[config.mk]
export PLATFORM = sky130hd
export DESIGN_NAME = second_chance_frame_evictor
export DESIGN_NICKNAME = d
export VERILOG_FILES = /design/src/rtl/core/scfe_pkg.sv /design/src/rtl/core/scfe_ram.sv /design/src/rtl/core/scfe_ring.sv /design/src/rtl/core/second_chance_frame_evictor.sv
export SDC_FILE = /design/constraint.sdc
export NUM_CORES = 1
export LEC_CHECK = 0
export ABC_AREA = 1
export BUFFER_PORTS_ARGS = -buffer_cell sky130_fd_sc_hd__buf_2
export CORE_MARGIN = 5
export CORE_UTILIZATION = 47
export CTS_CLUSTER_SIZE = 30
export DETAILED_ROUTE_END_ITERATION = 7
export HOLD_SLACK_MARGIN = 0.08
export PLACE_DENSITY_LB_ADDON = 0.2
export SYNTH_ARGS = -nofsm -noshare
export SYNTH_HDL_FRONTEND = slang
export SYNTH_SLANG_ARGS = --single-unit
[constraint.sdc]
create_clock -name clk -period 4.75 [get_ports clk]
set_input_delay 0.475 -clock clk [delete_from_list [all_inputs] [get_ports clk]]
set_output_delay 0.475 -clock clk [all_outputs]
set_load 0.005 [all_outputs]
[src/rtl/core/scfe_pkg.sv]
// shared types and constants for the second-chance frame evictor
// no dependencies
package scfe_pkg;

    localparam int FRAMES  = 64;
    localparam int FRAME_W = $clog2(FRAMES);
    localparam int COUNT_W = FRAME_W + 1;

    typedef logic [FRAME_W-1:0] frame_t;
    typedef logic [COUNT_W-1:0] count_t;
    typedef logic [1:0]         kind_t;
    typedef logic [1:0]         status_t;

    localparam kind_t KIND_ADD    = 2'd0;
    localparam kind_t KIND_TOUCH  = 2'd1;
    localparam kind_t KIND_EVICT  = 2'd2;
    localparam kind_t KIND_REMOVE = 2'd3;

    localparam status_t STAT_DONE = 2'd0;
    localparam status_t STAT_NONE = 2'd1;
    localparam status_t STAT_DUP  = 2'd2;

    // one ring operation per cycle from the sequencer
    typedef struct packed {
        logic   push;
        logic   pop;
        frame_t push_frame;
    } ring_cmd_t;

endpackage

[src/rtl/core/scfe_ram.sv]
// generic single-write, single-read ram with registered read data
// no dependencies
module scfe_ram #(
    parameter int WIDTH = 8,
    parameter int DEPTH = 64
) (
    input  logic                     clk,
    input  logic                     we,
    input  logic [$clog2(DEPTH)-1:0] waddr,
    input  logic [WIDTH-1:0]         wdata,
    input  logic                     re,
    input  logic [$clog2(DEPTH)-1:0] raddr,
    output logic [WIDTH-1:0]         rdata
);

    logic [WIDTH-1:0] mem [DEPTH];
    logic [WIDTH-1:0] rdata_reg;

    always_ff @(posedge clk)
    begin
        if (we)
        begin
            mem[waddr] <= wdata;
        end
        if (re)
        begin
            rdata_reg <= mem[raddr];
        end
    end

    assign rdata = rdata_reg;

endmodule

[src/rtl/core/scfe_ring.sv]
// circular queue of frame numbers: head and count pointers over a ram
// depends on scfe_pkg and scfe_ram
module scfe_ring (
    input  logic               clk,
    input  logic               rst_n,
    input  scfe_pkg::ring_cmd_t cmd,
    output scfe_pkg::frame_t   head_frame,
    output scfe_pkg::count_t   count,
    output logic               empty
);
    import scfe_pkg::*;

    frame_t head_reg;
    frame_t head_next;
    count_t count_reg;
    count_t count_next;
    frame_t tail_addr;

    // tail slot wraps naturally in the frame-wide index
    assign tail_addr = head_reg + count_reg[FRAME_W-1:0];

    always_comb
    begin
        head_next  = head_reg;
        count_next = count_reg;
        if (cmd.pop)
        begin
            head_next = head_reg + frame_t'(1);
        end
        if (cmd.push && !cmd.pop)
        begin
            count_next = count_reg + count_t'(1);
        end
        else if (cmd.pop && !cmd.push)
        begin
            count_next = count_reg - count_t'(1);
        end
    end

    always_ff @(posedge clk or negedge rst_n)
    begin
        if (!rst_n)
        begin
            head_reg  <= '0;
            count_reg <= '0;
        end
        else
        begin
            head_reg  <= head_next;
            count_reg <= count_next;
        end
    end

    scfe_ram #(
        .WIDTH (FRAME_W),
        .DEPTH (FRAMES)
    ) u_ram (
        .clk   (clk),
        .we    (cmd.push),
        .waddr (tail_addr),
        .wdata (cmd.push_frame),
        .re    (cmd.pop),
        .raddr (head_reg),
        .rdata (head_frame)
    );

    assign count = count_reg;
    assign empty = (count_reg == '0);

endmodule

[src/rtl/core/second_chance_frame_evictor.sv]
// second-chance (clock) frame evictor: top level with request sequencer and flags
// depends on scfe_pkg, scfe_ring and scfe_ram
//
// usage
//   a request (kind, frame) is taken at a rising edge where start is high and
//   busy is low. every request gives exactly one result: done pulses high for
//   one cycle with victim and status valid in that cycle. the receiver cannot
//   stall, so the result must be captured in that cycle.
//   kinds: add pushes a frame at the ring tail, touch sets its accessed flag,
//   remove drops residency (its ring entry is discarded when later popped),
//   evict walks the ring from the head giving accessed frames a second chance.
// request flow
//   add, touch and remove: result in the cycle after the request; busy stays low,
//   so a new request can be given in the cycle the result shows.
//   evict: each ring entry popped takes a pop step and then an evaluation of the
//   frame, as the single ram read port gives registered data; when the ring runs
//   empty, a last pop step gives status none. one pass clears every accessed flag,
//   so a walk pops at most occupancy + 1 entries. busy is high for the whole walk.
// reset
//   rst_n low clears the ring pointers and all per-frame flags; the ring ram
//   holds no reset value and is only read inside the occupied window.
module second_chance_frame_evictor (
    input  logic              clk,
    input  logic              rst_n,
    input  logic              start,
    output logic              busy,
    input  scfe_pkg::kind_t   kind,
    input  scfe_pkg::frame_t  frame,
    output logic              done,
    output scfe_pkg::frame_t  victim,
    output scfe_pkg::status_t status
);
    import scfe_pkg::*;

    // sequencer codes
    localparam logic [1:0] S_IDLE = 2'd0;
    localparam logic [1:0] S_POP  = 2'd1;
    localparam logic [1:0] S_EVAL = 2'd2;

    logic [1:0] state_reg;
    logic [1:0] state_next;

    // per-frame flags held in flops, cleared at reset
    logic [FRAMES-1:0] resident_reg;
    logic [FRAMES-1:0] resident_next;
    logic [FRAMES-1:0] in_ring_reg;
    logic [FRAMES-1:0] in_ring_next;
    logic [FRAMES-1:0] accessed_reg;
    logic [FRAMES-1:0] accessed_next;

    // result registers
    logic    done_reg;
    logic    done_next;
    frame_t  victim_reg;
    frame_t  victim_next;
    status_t status_reg;
    status_t status_next;

    ring_cmd_t ring_cmd;
    frame_t    head_frame;
    count_t    ring_count;
    logic      ring_empty;
    logic      accept;

    assign accept = start && (state_reg == S_IDLE);

    scfe_ring u_ring (
        .clk        (clk),
        .rst_n      (rst_n),
        .cmd        (ring_cmd),
        .head_frame (head_frame),
        .count      (ring_count),
        .empty      (ring_empty)
    );

    always_comb
    begin
        state_next    = state_reg;
        resident_next = resident_reg;
        in_ring_next  = in_ring_reg;
        accessed_next = accessed_reg;
        done_next     = 1'b0;
        victim_next   = victim_reg;
        status_next   = status_reg;
        ring_cmd      = '0;

        case (state_reg)
            S_IDLE:
            begin
                if (accept)
                begin
                    victim_next = '0;
                    status_next = STAT_DONE;
                    case (kind)
                        KIND_ADD:
                        begin
                            done_next = 1'b1;
                            if (resident_reg[frame])
                            begin
                                status_next = STAT_DUP;
                            end
                            else
                            begin
                                resident_next[frame] = 1'b1;
                                accessed_next[frame] = 1'b0;
                                // a removed frame still in the ring keeps its slot
                                if (!in_ring_reg[frame])
                                begin
                                    in_ring_next[frame] = 1'b1;
                                    ring_cmd.push       = 1'b1;
                                    ring_cmd.push_frame = frame;
                                end
                            end
                        end
                        KIND_TOUCH:
                        begin
                            done_next = 1'b1;
                            if (resident_reg[frame])
                            begin
                                accessed_next[frame] = 1'b1;
                            end
                        end
                        KIND_REMOVE:
                        begin
                            done_next            = 1'b1;
                            resident_next[frame] = 1'b0;
                            accessed_next[frame] = 1'b0;
                        end
                        default:
                        begin
                            state_next = S_POP;
                        end
                    endcase
                end
            end
            S_POP:
            begin
                if (ring_empty)
                begin
                    // nothing resident left to evict
                    done_next   = 1'b1;
                    victim_next = '0;
                    status_next = STAT_NONE;
                    state_next  = S_IDLE;
                end
                else
                begin
                    ring_cmd.pop = 1'b1;
                    state_next   = S_EVAL;
                end
            end
            S_EVAL:
            begin
                if (!resident_reg[head_frame])
                begin
                    // stale entry of a removed frame: drop it
                    in_ring_next[head_frame] = 1'b0;
                    state_next               = S_POP;
                end
                else if (accessed_reg[head_frame])
                begin
                    // second chance: clear flag and requeue at the tail
                    accessed_next[head_frame] = 1'b0;
                    ring_cmd.push             = 1'b1;
                    ring_cmd.push_frame       = head_frame;
                    state_next                = S_POP;
                end
                else
                begin
                    in_ring_next[head_frame]  = 1'b0;
                    resident_next[head_frame] = 1'b0;
                    done_next                 = 1'b1;
                    victim_next               = head_frame;
                    status_next               = STAT_DONE;
                    state_next                = S_IDLE;
                end
            end
            default:
            begin
                state_next = S_IDLE;
            end
        endcase
    end

    always_ff @(posedge clk or negedge rst_n)
    begin
        if (!rst_n)
        begin
            state_reg    <= S_IDLE;
            resident_reg <= '0;
            in_ring_reg  <= '0;
            accessed_reg <= '0;
            done_reg     <= 1'b0;
        end
        else
        begin
            state_reg    <= state_next;
            resident_reg <= resident_next;
            in_ring_reg  <= in_ring_next;
            accessed_reg <= accessed_next;
            done_reg     <= done_next;
        end
    end

    // result payload needs no reset
    always_ff @(posedge clk)
    begin
        victim_reg <= victim_next;
        status_reg <= status_next;
    end

    assign busy   = (state_reg != S_IDLE);
    assign done   = done_reg;
    assign victim = victim_reg;
    assign status = status_reg;

`ifndef ASSERT_OFF
    // a result is only given once the walk has ended
    a_done_idle : assert property (@(posedge clk) disable iff (!rst_n)
        done |-> !busy)
        else $error("result strobe while sequencer busy");

    // between requests every ring entry belongs to exactly one in-ring frame
    a_ring_count : assert property (@(posedge clk) disable iff (!rst_n)
        (state_reg == S_IDLE) |-> ($countones(in_ring_reg) == int'(ring_count)))
        else $error("ring occupancy does not match in-ring flags");

    // a resident frame always has a ring entry
    a_resident_in_ring : assert property (@(posedge clk) disable iff (!rst_n)
        ((resident_reg & ~in_ring_reg) == '0))
        else $error("resident frame missing from ring");

    // an accessed flag is never left on a frame that is not resident
    a_accessed_resident : assert property (@(posedge clk) disable iff (!rst_n)
        ((accessed_reg & ~resident_reg) == '0))
        else $error("accessed flag on non-resident frame");
`endif

endmodule
==> impl_results.md, run 1 <==
- Status: completed
- WL/cell: between 20 and 25 µm
- Syn nets: about 3,800
- Max-cap violations: 0
- CTS tree: built
- # H-tree levels: 3
- DRT iter0 DRCs: roughly 3,300
- Routability cong.: roughly 0.94
- Hold buffers post-CTS: 1
- Critical Path Max Stage Delay: around 550 ps
- Routed Antenna Nets: 0
- CTS root buffer: clkbuf_16
- Slew @ Worst Pin: 1210 ps
- DP HPWL: about 60 mm
- Post-synth cell types: 41
- Via count: approximately 28,000
- Fin. max-slew vios: 0
- Site Rows: 95
- Clk buf depth: 3
- RSZ-0062 raised after global routing: no
- Final setup fails: 0
- Sequential share of the synthesized area: roughly 54%
- Fin Setup TNS: 0 ps
- Largest net degree at the start of global routing: around 190
- Final wirelength: between 100 and 150 mm
- Vias in the first global route: between 20,000 and 30,000
- Final min period: approximately 4200 ps
- Slowest CP cell: nor2_2
- Post-CTS setup buffer count: 0
- I/O Buffers: 20
- DIE AREA: 0.0734 mm²
- Final Hold Viols: 0
- Worst-path cell chain: nor2_2 > buf_4 > nand3_1 > nand2_1 > o21ai_1 > nand2_1 > nor2_1 > nand2_1 > nand3_1 > nand2_1 > ha_1 > inv_1 > fa_1 > nand2_1 > nand2_1 > a21oi_1 > o21ai_0 > a21oi_1 > nand2_1 > nand2_1 > nor2_1 > xor2_1
- Relative slew slack: between 15 and 20%
- Vias per cell: approximately 6.0
- Remaining Overflow, GRT: 0
- CP Launch Type: flop
- Yosys warning total: 0
- Initial antenna violation count: 1
- Crit path max fanout: 8
- Overall Global Routing Usage: around a quarter
- Fmax: around 240 MHz
- Nets: 3,721
- Maximum vdd ir drop: around 0.00065 V
- Yosys reg bits: between 600 and 700
- Period Utilization, post-route: a little under 90%
- Crit path required time: between 5000 and 6000 ps
- Synth async-reset ratio: around a third
- CP Capture Type: flop
- First-pass iteration count of the detailed router: 7
- Dpl cells: roughly 4,500
- Ys flop type: edfxtp_1
- Die extent in y: 271 µm
- Power Density: approximately 630 mW/mm²
- Boundary pin count: 21
- Leakage power: 14.3 nW
- Post-Syn Area: 0.0320 mm²
- First-pass GRT wire length: around 160 mm
- Reg clk slew, reported paths: approximately 60 ps
- Syn Area/Cell: approximately 8.5 µm²
- Top cell by count, worst path: nand2_1
- Clk sink count: 606
- Final non-filler cell total: roughly 4,600
- Mapped Cells: ~3,800
- Fin util: 52.1%
- Setup Crit Path Kind: reg -> reg
- Diode count: 0
- Clock Skews: 31.2 ps
- Core area: 0.0674 mm²
- Total CTS buffers: a little under 70
- Share of cells above drive strength 1: approximately 6.1%
- Number of remaining DRC errors: 0
- Layout area overhead: 9.67%
- Hold WC Path Type: in -> reg
- Worst-Skew Late Latency: 640 ps
- Largest delay share family, worst path: simple AND/OR/NAND/NOR gates
- Initial core utilization: between 40% and 50%
- Die Wd: between 200 and 300 µm
- PostCTS Resize Cnt: 0
- Post-synth EDFFs: 398
- WP buf/inv: 2
- Critical path data arrival time: around 4700 ps
- Total power: 0.0220 W
==> cells in the final DEF, fill, tap and decap left out, types with 68 or more instances in the layout <==
cell         n
dfrtp_1    206
nor2_1     427
nand3_1    311
o22ai_1     68
nand4_1    147
o21ai_0    364
o32ai_1    111
nand2_1    998
edfxtp_1   398
clkbuf_16   68
inv_1      283
==> logic make-up (layout without fill, tap and decap cells) <==
kind of cell               count (synthesis)  after routing  share of synthesized area, %
DFF                                      606            606                          53.6
AOI/OAI and AO/OA                        661            661                          12.6
and+or+nand+nor                         1926           1926                          25.3
buffers and inverters                    548            513                          7.24
adders and majority gates                 23             23                         0.946
xor gates and xnor gates                  12             12                         0.328
==> worst paths after layout <==
path	start	endpoint	slack [ps]	depth (start not counted)
max	u_ring.u_ram.rdata[1]$_DFFE_PP_	u_ring.count[6]$_DFFE_PN0P_	560	22
min	start	state_reg[1]$_DFFE_PN0P_	250	4
max reg2reg	u_ring.u_ram.rdata[1]$_DFFE_PP_	u_ring.count[6]$_DFFE_PN0P_	560	22
min reg2reg	u_ring.count[6]$_DFFE_PN0P_	u_ring.count[6]$_DFFE_PN0P_	470	1
max in group asynchronous	rst_n	async pin	3100	3
min in group asynchronous	rst_n	async pin	510	2
==> power breakdown <==
part	internal, W	switching, W	leakage, nW
registers	0.00643	0.000674	6.45
logic	0.00246	0.00692	6.68
clock network	0.00328	0.00228	1.13
==> Yosys cell counts (all sizes together), types with 2 or more instances <==
| library cell | instances | area [µm²] |
|---|---|---|
| a21oi | 28 | 140 |
| a31oi | 3 | 18.8 |
| buf | 118 | 702 |
| clkbuf | 127 | 478 |
| clkinv | 6 | 22.5 |
| dfrtp | 208 | 5200 |
| edfxtp | 398 | 12000 |
| fa | 2 | 40.0 |
| ha | 21 | 263 |
| inv | 297 | 1110 |
| nand2 | 1014 | 3840 |
| nand3 | 312 | 1560 |
| nand4 | 147 | 920 |
| nor2 | 433 | 1660 |
| nor3 | 17 | 90.1 |
| o211ai | 21 | 158 |
| o21ai | 382 | 1910 |
| o221ai | 37 | 324 |
| o22ai | 74 | 463 |
| o32ai | 111 | 972 |
| or2 | 2 | 12.5 |
| xnor2 | 5 | 43.8 |
| xor2 | 7 | 61.3 |
==> per-stage QoR <==
step                area [µm²]  worst slack, ps  hold slack [ps]
detailed placement       32800              498              459
floorplan                32000              717              179
CTS                      35100              661              240
finish                   35100              556              254
global placement         32800              605              455
global route             35100              323              303
==> metal layers <==
metal | part of all wire, % | routed length, µm | GRT usage [%]
met5 | 0 | 0 | 0
met4 | 5.0 | 4970 | 11.8
met3 | 7.9 | 7910 | 4.26
met2 | 46 | 45700 | 42.5
met1 | 42 | 41600 | 36.1
==> worst reg2reg max path, stage by stage (launching register included) <==
cell,delay [ps]
edfxtp_1,510
nor2_2,550
buf_4,330
nand3_1,100
nand2_1,100
o21ai_1,100
nand2_1,170
nor2_1,100
nand2_1,130
nand3_1,120
nand2_1,160
ha_1,200
inv_1,140
fa_1,420
nand2_1,100
nand2_1,60
a21oi_1,200
o21ai_0,100
a21oi_1,180
nand2_1,70
nand2_1,60
nor2_1,50
xor2_1,140
==> area by class of cell <==
cell class / count / area [µm²]
clock inverter: 34 / 524
inverter: 303 / 1150
sequential: 606 / 17200
tap: 873 / 1090
multi-input combinational: 2622 / 12700
fill: 6246 / 32300
clock buffer: 90 / 1810
timing repair buffer: 86 / 711
No activity file was read; power rests on OpenSTA's default activity.
==> run 2: changes to the inputs <==
--- a/config.mk
+++ b/config.mk
@@ -7,6 +7,7 @@
 export LEC_CHECK = 0
 export ABC_AREA = 1
 export BUFFER_PORTS_ARGS = -buffer_cell sky130_fd_sc_hd__buf_2
+export CORE_ASPECT_RATIO = 1.25
 export CORE_MARGIN = 5
 export CORE_UTILIZATION = 47
 export CTS_CLUSTER_SIZE = 30
==> impl_results.md, run 2 (same netlist as run 1, synthesis figures left out) <==
- CTS tree: built
- Final setup fails: 0
- Commonest cells after routing, fill and taps aside: nand2_1, nor2_1, edfxtp_1
- Fin Setup TNS: 0 ps
- Site Rows: 107
- Met2 Usage GRT: approximately 46%
- Die Wd: 243 µm
- Share of cells above drive strength 1: under 10%
- Nets: 3,720
- WP buf/inv: 2
- Total CTS buffers: 66
- WL/cell: ~22 µm
- Final wirelength: 102 mm
- Initial core utilization: between 40% and 50%
- Power Density: ~620 mW/mm²
- Hold buffers post-CTS: 1
- Largest net degree at the start of global routing: 193
- Fin. max-slew vios: 0
- Clk sink count: about 610
- Initial antenna violation count: 5
- Grt met3 use: between 3 and 4%
- R2R Setup Slk: approximately 530 ps
- Pre-CTS setup slack: 507 ps
- Final min period: approximately 4200 ps
- Reg2reg end: u_ring.count[6]$_DFFE_PN0P_
- First-pass iteration count of the detailed router: 6
- Commonest non-fill, non-tap cell in the layout: nand2_1
- Clock share of power: 23.5%
- Critical Path Max Stage Delay: around 540 ps
- Sw Ratio: between 40 and 50%
- Setup crit end: u_ring.count[6]$_DFFE_PN0P_
- Maximum vdd ir drop: roughly 0.00048 V
- Number of remaining DRC errors: 0
- Max-cap violations: 0
- CTS root buffer: clkbuf_16
- Post-CTS setup buffer count: 0
- Largest delay share family, worst path: simple AND/OR/NAND/NOR gates
- Busiest grt layer: met2
- Overall Global Routing Usage: between 20 and 30%
- Reg clk slew, reported paths: approximately 60 ps
- Path length in cells of the critical path: 22
- Grt met1 use: between 30% and 40%
- DIE AREA: between 0.07 and 0.08 mm²
- First-pass GRT wire length: 156 mm
- RSZ-0062 raised after global routing: no
- Layout area overhead: 8.96%
- Crit path launch: u_ring.u_ram.rdata[2]$_DFFE_PP_
- Crit path required time: 5240 ps
- Worst R2R Path Depth: 22
- Worst-path cell chain: nand2_2 > inv_2 > nand3_1 > nand2_1 > o21ai_0 > nand2_1 > nor2_1 > nand2_1 > nand3_1 > nand2_1 > ha_1 > inv_1 > ha_1 > nand2_1 > nand2_1 > a21oi_1 > o21ai_0 > a21oi_1 > nand2_1 > nand2_1 > nor2_1 > xor2_1
- Final Hold Viols: 0
- Hold WC Path Type: in -> reg
- CP Capture Type: flop
- Period Utilization, post-route: roughly nine tenths
- Critical path data arrival time: about 4700 ps
- Routability cong.: 0.942
- R2r startpoint: u_ring.u_ram.rdata[2]$_DFFE_PP_
- Remaining Overflow, GRT: 0
- Boundary pin count: 21
- Vias in the first global route: approximately 26,000
- Setup Crit Path Kind: reg -> reg
- Crit path max fanout: 13
- Top cell by count, worst path: nand2_1
- Core area: 0.0679 mm²
- P_int: ~0.012 W
- Combinational fraction of design power: between 40 and 50%
- Worst-Skew Late Latency: approximately 620 ps
- Sequential power share: roughly a third
- PostCTS Resize Cnt: 0
- Routed Antenna Nets: 0
- Clock Skews: around 13 ps
- Final worst slack: about 530 ps
- # H-tree levels: 3
- Relative slew slack: 20.9%
- DP HPWL: 64.7 mm
- Die extent in y: 302 µm
- CP Launch Type: flop
- Leakage power: between 10 and 15 nW
- Clk buf depth: 3
- I/O Buffers: 20
- DRT iter0 DRCs: 2,434
- Status: completed
- Psw: 0.00985 W
- Via count: between 20,000 and 30,000
- Fmax: 237 MHz
- Slew @ Worst Pin: between 1000 and 1500 ps
- Vias per cell: 5.96
- Slowest CP cell: edfxtp_1
-- run 2: changes by cell type in the layout (fill, tap and decap cells not counted) --
cell       before  now
buf_4          58   59
clkinv_2        7    6
inv_16          2    3
diode_2         0    5
clkinv_16       3    1
clkinv_1       16   17
clkbuf_1       19   22
clkbuf_8        3    5
bufinv_16      10    3
inv_6           3    5
clkbuf_16      68   66
-- run 2: layout make-up --
class / count / area, µm²
inverters: 303 / 1150
clock inverters: 28 / 290
fillers: 6458 / 33000
multi-input cells: 2622 / 12700
clock buffers: 93 / 1800
diodes: 5 / 12.5
flip-flops and latches: 606 / 17200
repair buffers: 87 / 718
well taps: 872 / 1090
-- run 2: power groups by stage --
stage / Clock [W] / Combinational, W / Sequential [W]
after global placement: 0 / 0.00910 / 0.00726
final: 0.00507 / 0.00931 / 0.00719
after global routing: 0.00539 / 0.0102 / 0.00725
after floorplan: 0 / 0.00639 / 0.00693
after CTS: 0.00513 / 0.00920 / 0.00717
after detailed placement: 0 / 0.00915 / 0.00726
-- run 2: worst min path at each step --
stage	start	end	slack [ps]	cells after the start
finish	start	state_reg[1]$_DFFE_PN0P_	280	4
global placement	flop	flop	460	2
detailed placement	flop	flop	460	2
global route	start	state_reg[1]$_DFFE_PN0P_	270	4
floorplan	rst_n	async pin	180	0
CTS	start	state_reg[1]$_DFFE_PN0P_	240	4
-- run 2: stage by stage --
step / power [W] / cells / utilization, % / hold WS [ps] / cell area [µm²]
2_1_floorplan: 0.0133 / 3776 / - / 179 / 32000
3_3_place_gp: 0.0164 / 4489 / 48.3 / 455 / 32800
3_5_place_dp: 0.0164 / 4489 / 48.3 / 458 / 32800
4_1_cts: 0.0215 / 4611 / 51.4 / 240 / 34900
5_1_grt: 0.0228 / 4611 / 51.4 / 272 / 34900
6_report: 0.0216 / 4616 / 51.4 / 281 / 34900
-- run 2: worst min-delay path, cell delays in order --
cell,delay (ps)
buf_2,140
a21oi_1,100
inv_1,70
o21ai_0,70
-- run 2: metal layers --
layer  wire [µm]  share of wire (%)
met4        5590                5.5
met2       49300                 48
met5          13              0.013
met1       39600                 39
met3        7850                7.7
